==> src/sv/lvd_ram.sv <==
// Simple dual-port RAM, one write and one registered read per cycle.
module lvd_ram #(
   parameter int WIDTH = 32,
   parameter int AW    = 4
) (
   input  logic             clock,
   input  logic             we,
   input  logic [AW-1:0]    waddr,
   input  logic [WIDTH-1:0] wdata,
   input  logic [AW-1:0]    raddr,
   output logic [WIDTH-1:0] rdata
);

   logic [WIDTH-1:0] mem [2**AW];

   always_ff @(posedge clock) begin
      if (we) begin
         mem[waddr] <= wdata;
      end
      rdata <= mem[raddr];
   end

endmodule

==> config.mk <==
export PLATFORM = sky130hd
export DESIGN_NAME = lvd_ram
export DESIGN_NICKNAME = d
export VERILOG_FILES = /design/src/sv/lvd_ram.sv
export SDC_FILE = /design/constraint.sdc
export NUM_CORES = 1
export LEC_CHECK = 0
export BUFFER_PORTS_ARGS = -buffer_cell sky130_fd_sc_hd__buf_4
export CORE_ASPECT_RATIO = 1.75
export CORE_MARGIN = 4
export CORE_UTILIZATION = 63
export CTS_CLUSTER_SIZE = 40
export DETAILED_ROUTE_END_ITERATION = 10
export GPL_ROUTABILITY_DRIVEN = 1
export PLACE_DENSITY_LB_ADDON = 0.3
export SLEW_MARGIN = 20
export SYNTH_ARGS = -nofsm -noshare
export SYNTH_HDL_FRONTEND = slang
export SYNTH_SLANG_ARGS = --single-unit
==> constraint.sdc <==
create_clock -name clock -period 6.98 [get_ports clock]
set_input_delay 0 -clock clock [delete_from_list [all_inputs] [get_ports clock]]
set_output_delay 0 -clock clock [all_outputs]
set_load 0.01 [all_outputs]
==> flow_summary.ini <==
[place]
gp_congestion = 0.721
dp_hpwl_um = 20600
placed_cell_area_um2 = 21000
port_buffers = 73

[pwr]
p_switching_w = 0.00134
clkPwrFrac_pct = 39.0
p_leak_nw = 7.40
power_w = 0.00661
pwr-share-seq_pct = 55.7
swShare_pct = 20.3
peakVddDrop_v = 0.000261
combPwrFrac_pct = 5.3
p_int_w = 0.00526
power_density_nw_per_um2 = 289

[setup_path]
path_cells = buf_4 -> buf_4 -> mux4_2 -> a22oi_1 -> nand2_1
slowest_delay_ns = 0.96
regToRegSetupSlack_ns = 5.63
start_kind = input port
path_max_fanout = 76
path_class = in -> reg
critPathCaptureType = flip-flop
critPathRequiredTime_ns = 7.40
critPathArrivalTime_ns = 2.44
cp_slowest_cell = buf_4
crit_top_cell = buf_4

[floorplanning]
initial_core_util_pct = 64.2
std_cell_rows = 85
fp.dieH_um = 243
die_area_um2 = 34500
die_w_um = 142
core_um2 = 30900
io_pins = 74

[grt]
grt_overflow = 0
grt_util_met2_pct = 44.3
grt-busiest-layer = met2
grt_pass1_vias = 9877
grt_antenna_before_repair = 1
grt_first_pass_wirelength_um = 64900
grt_usage_pct = 26.1
grt_max_degree = 77
globalRouteMet1Util_pct = 34.9
met3_usage_pct = 4.10

[sta]
setup_violations = 0
rsz0062_at_grt = false
skew_ns = 0.00831
fmax_mhz = 496
slew_headroom_pct = 27.1
period_minus_slack_ns = 2.02
hold_viol_final = 0
worstMarginPinSlew_ns = 1.09
setup_tns_ns = 0
fin_crit_sh_pct = 28.9
final_max_slew_viol_count = 0

[final_layout]
final_layout_size_suffix_gt1_share_pct = 32.0
post-route-cell-area_um2 = 22800
antenna_cells = 0
final_common_cell = edfxtp_1
synthToLayoutAreaGrowth_pct = 15.0
multi_input_comb_area_um2 = 3750
seqCellArea_um2 = 16000
layout.nets = 1013
final_cell_mix = edfxtp_1 (512), mux4_2 (128), buf_4 (96), a22oi_1 (64), clkbuf_16 (47)
num-fill-cells = 1607

[hold_path]
holdCritPathClass = in -> reg

[cts]
clkLatencyLatePin_ns = 0.56
hold_buffers = 32
cts.sinks = 544
cts_tree = done
cts_setup_buffers = 0
cts_resized = 0
cts_root_buf = clkbuf_16
cts_buffer_depth = 3
cts_buffers = 45
path_clk_slew_ns = 0.07
h-tree-depth = 2

[synthesis]
synth_largest_area_cell = edfxtp_1
synth_nets = 880
yosys_register_bits = 544
seq_area_frac_synth_pct = 80.7
synthTopCellsByArea = edfxtp_1 (77%), mux4_2 (15%), dfxtp_1 (3.2%)
synthesis.instances = 838
yosys_warnings = 0
syn_area_um2 = 19900
ys_types = 18
synth_top_cell_area_share_pct = 77.4
postSynthAreaPerCell_um2 = 23.7

[routing]
routed_wl_um = 43600
via_per_inst = 6.70
drc = 0
drtPass1Iterations = 5
initialDrtViolationCount = 895
wire_per_inst_um = 31.1
vias = 9374
drtAntennaViolNets = 0

[status]
status = finished, final reports clean

[flow_run]
max_cap_violations = 0
[sequential cells by signal, summed over array words and instances, names as in the netlist]
register  cells
mem         512
rdata        32
[cell usage after synthesis]
cell type	instances
edfxtp_1	512
mux4_2	128
a22oi_1	64
nand2_1	33
dfxtp_1	32
clkbuf_1	17
nor2_1	13
buf_4	11
buf_1	9
buf_2	4
nor3_1	4
buf_6	2
nand2b_1	2
nand3b_1	2
nor2b_1	2
and2_1	1
nand3_1	1
or3b_2	1
[stage by stage]
stage / setup WS (ns) / util [%] / cells / hold WS (ns)
after floorplan: 3.80 / - / 838 / 0.0989
after global placement: 4.46 / 67.8 / 1283 / 0.288
after detailed placement: 4.45 / 67.8 / 1283 / 0.290
after CTS: 5.03 / 73.8 / 1399 / 0.0317
after global routing: 4.87 / 73.8 / 1399 / 0.0496
final: 4.96 / 73.8 / 1399 / 0.0528
[power by group through the flow]
stage	Sequential, W	Clock, W	Combinational [W]
floorplan	0.00375	0	0.000175
finish	0.00368	0.00258	0.000352
detailed placement	0.00375	0	0.000335
global placement	0.00374	0	0.000325
global route	0.00368	0.00275	0.000376
CTS	0.00368	0.00260	0.000354
[layout make-up]
type | count | share of cell area (%)
Clock buffer | 55 | 5.59
Clock inverter | 29 | 1.11
Sequential cell | 544 | 70.1
Tap cell | 391 | 2.14
Timing Repair Buffer | 129 | 4.62
Multi-Input combinational cell | 251 | 16.4
[logic make-up after synthesis]
family,after synthesis,share of synthesized area (%)
flip-flops,544,80.7
multiplexers,128,14.5
buffers and inverters,43,1.12
AO/OA/AOI/OAI,64,2.42
AND/OR/NAND/NOR,59,1.27
[metal layers]
metal  part of all wire (%)  vias to the layer above
li1                       -                     3823
met1                     35                     4941
met2                     54                      513
met3                    8.1                       95
met4                    3.3                        2
met5                  0.025                        -
[worst max-delay path, delay by kind of cell]
family | cells | cell delay [ns]
buffers and inverters | 2 | 1.56
multiplexers | 1 | 0.43
AO/OA/AOI/OAI | 1 | 0.26
AND/OR/NAND/NOR | 1 | 0.11
[path summary, 6_finish.rpt]
check / start / endpoint / depth (start not counted)
min: waddr[0] / mem[8][26] / 3
max: raddr[1] / rdata[12] / 5
min reg2reg: mem[15][7] / rdata[7] / 3
max reg2reg: mem[0][12] / rdata[12] / 3
Power figures use the tool's default switching activity.
