**src/sv/lvd_pkg.sv**
```systemverilog
// Shared types, widths and codes for the log-domain Viterbi decoder.
package lvd_pkg;

   localparam int DATA_W   = 32;
   localparam int OP_W     = 2;
   localparam int CFG_W    = 5;
   localparam int TIME_W   = 6;
   localparam int PSTATE_W = 4;
   localparam int STATUS_W = 2;

   localparam int DEF_MAX_STATES = 16;
   localparam int DEF_MAX_STEPS  = 64;

   localparam logic [CFG_W-1:0] CFG_NUM_STATES_RESET = 5'd2;

   // Q16.16 limits; the most negative code is minus infinity
   localparam logic signed [DATA_W-1:0] NEG_INF = 32'sh8000_0000;
   localparam logic signed [DATA_W-1:0] POS_MAX = 32'sh7FFF_FFFF;

   localparam logic [OP_W-1:0] OP_INIT   = 2'd0;
   localparam logic [OP_W-1:0] OP_TRANS  = 2'd1;
   localparam logic [OP_W-1:0] OP_FINISH = 2'd2;

   localparam logic [STATUS_W-1:0] STATUS_OK      = 2'd0;
   localparam logic [STATUS_W-1:0] STATUS_DROPPED = 2'd1;
   localparam logic [STATUS_W-1:0] STATUS_EMPTY   = 2'd2;

   typedef enum logic [3:0] {
      ST_IDLE,
      ST_INIT,
      ST_TR_CMP,
      ST_TR_WRITE,
      ST_AM_READ,
      ST_AM_CMP,
      ST_TB_EMIT,
      ST_TB_READ,
      ST_FIN_EMPTY
   } state_type;

endpackage

```
**src/sv/lvd_sat_add.sv**
```systemverilog
// Shared Q16.16 saturating adder with minus-infinity propagation.
module lvd_sat_add (
   input  logic signed [lvd_pkg::DATA_W-1:0] a,
   input  logic signed [lvd_pkg::DATA_W-1:0] b,
   output logic signed [lvd_pkg::DATA_W-1:0] sum
);
   import lvd_pkg::*;

   localparam logic signed [DATA_W:0] WIDE_MAX = 33'sd2147483647;
   localparam logic signed [DATA_W:0] WIDE_MIN = -33'sd2147483647;

   logic signed [DATA_W:0] wide;

   assign wide = {a[DATA_W-1], a} + {b[DATA_W-1], b};

   always_comb begin
      if ((a == NEG_INF) || (b == NEG_INF)) begin
         sum = NEG_INF;
      end else if (wide > WIDE_MAX) begin
         sum = POS_MAX;
      end else if (wide < WIDE_MIN) begin
         sum = WIDE_MIN[DATA_W-1:0];
      end else begin
         sum = wide[DATA_W-1:0];
      end
   end

endmodule

```
**config.mk**
```make
export PLATFORM = sky130hd
export DESIGN_NAME = lvd_sat_add
export DESIGN_NICKNAME = d
export VERILOG_FILES = /design/src/sv/lvd_pkg.sv /design/src/sv/lvd_sat_add.sv
export SDC_FILE = /design/constraint.sdc
export NUM_CORES = 1
export LEC_CHECK = 0
export BUFFER_PORTS_ARGS = -buffer_cell sky130_fd_sc_hd__buf_2
export CORE_ASPECT_RATIO = 1.2
export CORE_MARGIN = 2
export CORE_UTILIZATION = 25
export DETAILED_ROUTE_END_ITERATION = 6
export SLEW_MARGIN = 40
export SYNTH_ARGS = -nofsm -noshare
export SYNTH_HDL_FRONTEND = slang
export SYNTH_SLANG_ARGS = --single-unit
```
**constraint.sdc**
```tcl
create_clock -name vclk -period 6.4
set_input_delay 0.96 -clock vclk [all_inputs]
set_output_delay 0.96 -clock vclk [all_outputs]
set_load 0.005 [all_outputs]
```
==> results.sh <==
export IMPL_status="finished, final reports clean"
export IMPL_relSlewSlack_pct=45.02
export IMPL_power_per_cell_area_nw_per_um2=136.5
export IMPL_min_to="sum[1]"
export IMPL_required_ps=5440
export IMPL_finalSetupViolCount=0
export IMPL_drtIter0Drc=369
export IMPL_vias=4020
export IMPL_io_buffers=96
export IMPL_rsz0062_at_grt="false"
export IMPL_grt_max_degree=24
export IMPL_core_area_sq_um=12170
export IMPL_path_cells="buf_2, ha_1, a21oi_1, o21ai_0, nor4b_1, o21ai_0, nand2_1, a31oi_1, mux2i_1, nand2_1, a211oi_1, buf_2"
export IMPL_synth_avg_cell_area_sq_um=6.860
export IMPL_grt_pass1_wl_mm=20.13
export IMPL_hold_depth=5
export IMPL_syn_area_sq_um=3128
export IMPL_cts_resized=0
export IMPL_design_portCount=96
export IMPL_yosysTopAreaCellShare_pct=12.80
export IMPL_postCtsSetupRepairBufs=0
export IMPL_synthToLayoutAreaGrowth_pct=20.40
export IMPL_tns_ps=0
export IMPL_slew_violations=0
export IMPL_cp_start_kind="input port"
export IMPL_start_util_pct=25.71
export IMPL_hold_class="in -> out"
export IMPL_ff_latch_area_sq_um=0
export IMPL_slowest_stage="o21ai_0"
export IMPL_layout_drive_gt1_share_pct=26.68
export IMPL_ctsHoldBuffers=0
export IMPL_synth_top_area_cell="ha_1"
export IMPL_synth_cell_types=67
export IMPL_synth_area_leaders="ha_1, a21oi_1, a221oi_2"
export IMPL_setup_slack_ps=475.2
export IMPL_critPathArrivalTime_ps=4960
export IMPL_min_period_over_period_pct=92.57
export IMPL_p_clk_share_pct=0
export IMPL_synthCells=456
export IMPL_p_sw_uw=306.6
export IMPL_wirelength_mm=12.66
export IMPL_power_frac_comb_pct=100.0
export IMPL_grt_overflow=0
export IMPL_synthMostInstantiatedCell="a21oi_1"
export IMPL_irDropWorstVdd_mv=0.05550
export IMPL_max_freq_mhz=168.8
export IMPL_dieWidth_um=106.1
export IMPL_cp_max_fo=18
export IMPL_nClkBuffers=0
export IMPL_drtAntennaViolNets=0
export IMPL_syn_nets=553
export IMPL_seq_area_frac_synth_pct=0
export IMPL_grt_pass1_vias=3955
export IMPL_seq_cells=0
export IMPL_routedWlPerCell_um=18.17
export IMPL_insertedDiodeCount=0
export IMPL_die_area_sq_um=13430
export IMPL_grt_util_all_layers_pct=18.23
export IMPL_postPlaceCellArea_sq_um=3755
export IMPL_die_y_um=126.5
export IMPL_avgViaCountPerCell=5.768
export IMPL_startpoint="b[11]"
export IMPL_leakage_uw=0.001487
export IMPL_dp_hpwl_mm=10.87
export IMPL_internal_power_uw=207.7
export IMPL_max_cap_violations=0
export IMPL_seq_power_share_pct=0
export IMPL_end_kind="output port"
export IMPL_stdcell_area_sq_um=3766
export IMPL_final_nets=635
export IMPL_synth_common_cells="a21oi_1, nand2_1, o21ai_0, ha_1, nor2_1"
export IMPL_dr_pass1_iters=5
export IMPL_gp_congestion=0.8875
export IMPL_layout_min_cycle_time_ps=5925
export IMPL_num_rows=44
export IMPL_max_stage_delay_ps=610
export IMPL_power_switching_share_pct=59.62
export IMPL_antenna_found_initial=0
export IMPL_remaining_drc_errors=0
export IMPL_min_from="b[1]"
export IMPL_yosysWarnings=0
export IMPL_worst_pin_slew_ps=821.5
export IMPL_dp_slack_ps=490.8
export IMPL_crit_type="in -> out"
export IMPL_hold_viol=0
## metal layers
layer	routed length (um)	track usage (%)	vias up
met5	0	0	-
met4	267	3.173	0
met3	582	1.387	24
met2	6681	36.01	145
met1	5133	21.31	1852
li1	-	-	1999
## per-stage QoR
| step | cells | util [%] | power (uW) | hold WS [ps] |
|---|---|---|---|---|
| 2_1_floorplan | 456 | - | 330.1 | 2217 |
| 3_3_place_gp | 697 | 30.80 | 499.7 | 2569 |
| 3_5_place_dp | 697 | 30.86 | 506.8 | 2584 |
| 4_1_cts | 697 | 30.86 | 509.6 | 2589 |
| 5_1_grt | 697 | 30.95 | 564.1 | 2640 |
| 6_report | 697 | 30.95 | 514.2 | 2570 |
## power by group through the flow
stage          registers, uW  logic (uW)  clock network (uW)
2_1_floorplan              0         330                   0
3_3_place_gp               0         500                   0
3_5_place_dp               0         507                   0
4_1_cts                    0         510                   0
5_1_grt                    0         564                   0
6_report                   0         514                   0
## how the worst max path moves through the flow
stage | endpoint | depth (start not counted)
final | sum[17] | 12
after detailed placement | sum[17] | 12
after floorplan | sum[12] | 11
after global routing | sum[17] | 12
after global placement | sum[11] | 13
after CTS | sum[17] | 12
## final cells by class
cell class / count / area, sq um
Fill cell: 1359 / 8401
Multi-Input combinational cell: 423 / 3002
Timing Repair Buffer: 101 / 518.0
Tap cell: 161 / 201.4
Inverter: 12 / 45.04
## placed cells by master, fill, tap and decap left out, types with 3 or more instances in the layout
cell	Yosys	final
buf_2	2	96
a21oi_1	55	55
nand2_1	47	47
o21ai_0	35	34
ha_1	32	32
nor2_1	28	28
nor4_1	18	18
o211ai_1	13	13
inv_1	12	12
nand4_1	12	12
a21o_1	12	12
a221oi_2	12	12
nand3_1	10	10
a211oi_1	11	10
o21a_1	10	10
a211oi_2	8	9
nor3_1	9	9
xnor2_1	7	7
a31oi_1	6	6
xor2_1	6	6
nand2b_1	5	5
a221oi_1	5	5
and2_1	5	5
or3_1	5	5
buf_4	2	5
nor4b_1	4	4
and3_1	4	4
a211o_1	4	4
o31ai_1	4	4
or2_2	4	4
or4_1	4	4
o2111ai_1	3	3
o221ai_1	3	3
o21bai_1	3	3
mux2i_1	3	3
## critical path: cells and delay by family
kind            cells  cell delay [ps]
compound gates      5             1520
fa+ha+maj           1              430
buf+inv             2              280
mux                 1              450
simple gates        3             1330
## logic make-up (layout without fill, tap and decap cells)
kind of cell    after synthesis  after routing  synth area share, %
compound gates              204            204                47.64
xor+xnor                     13             13                3.640
fa+ha+maj                    33             33                13.44
buf+inv                      33            113                4.760
mux                           5              5                1.680
simple gates                168            168                28.84
Power figures use the tool's default switching activity.
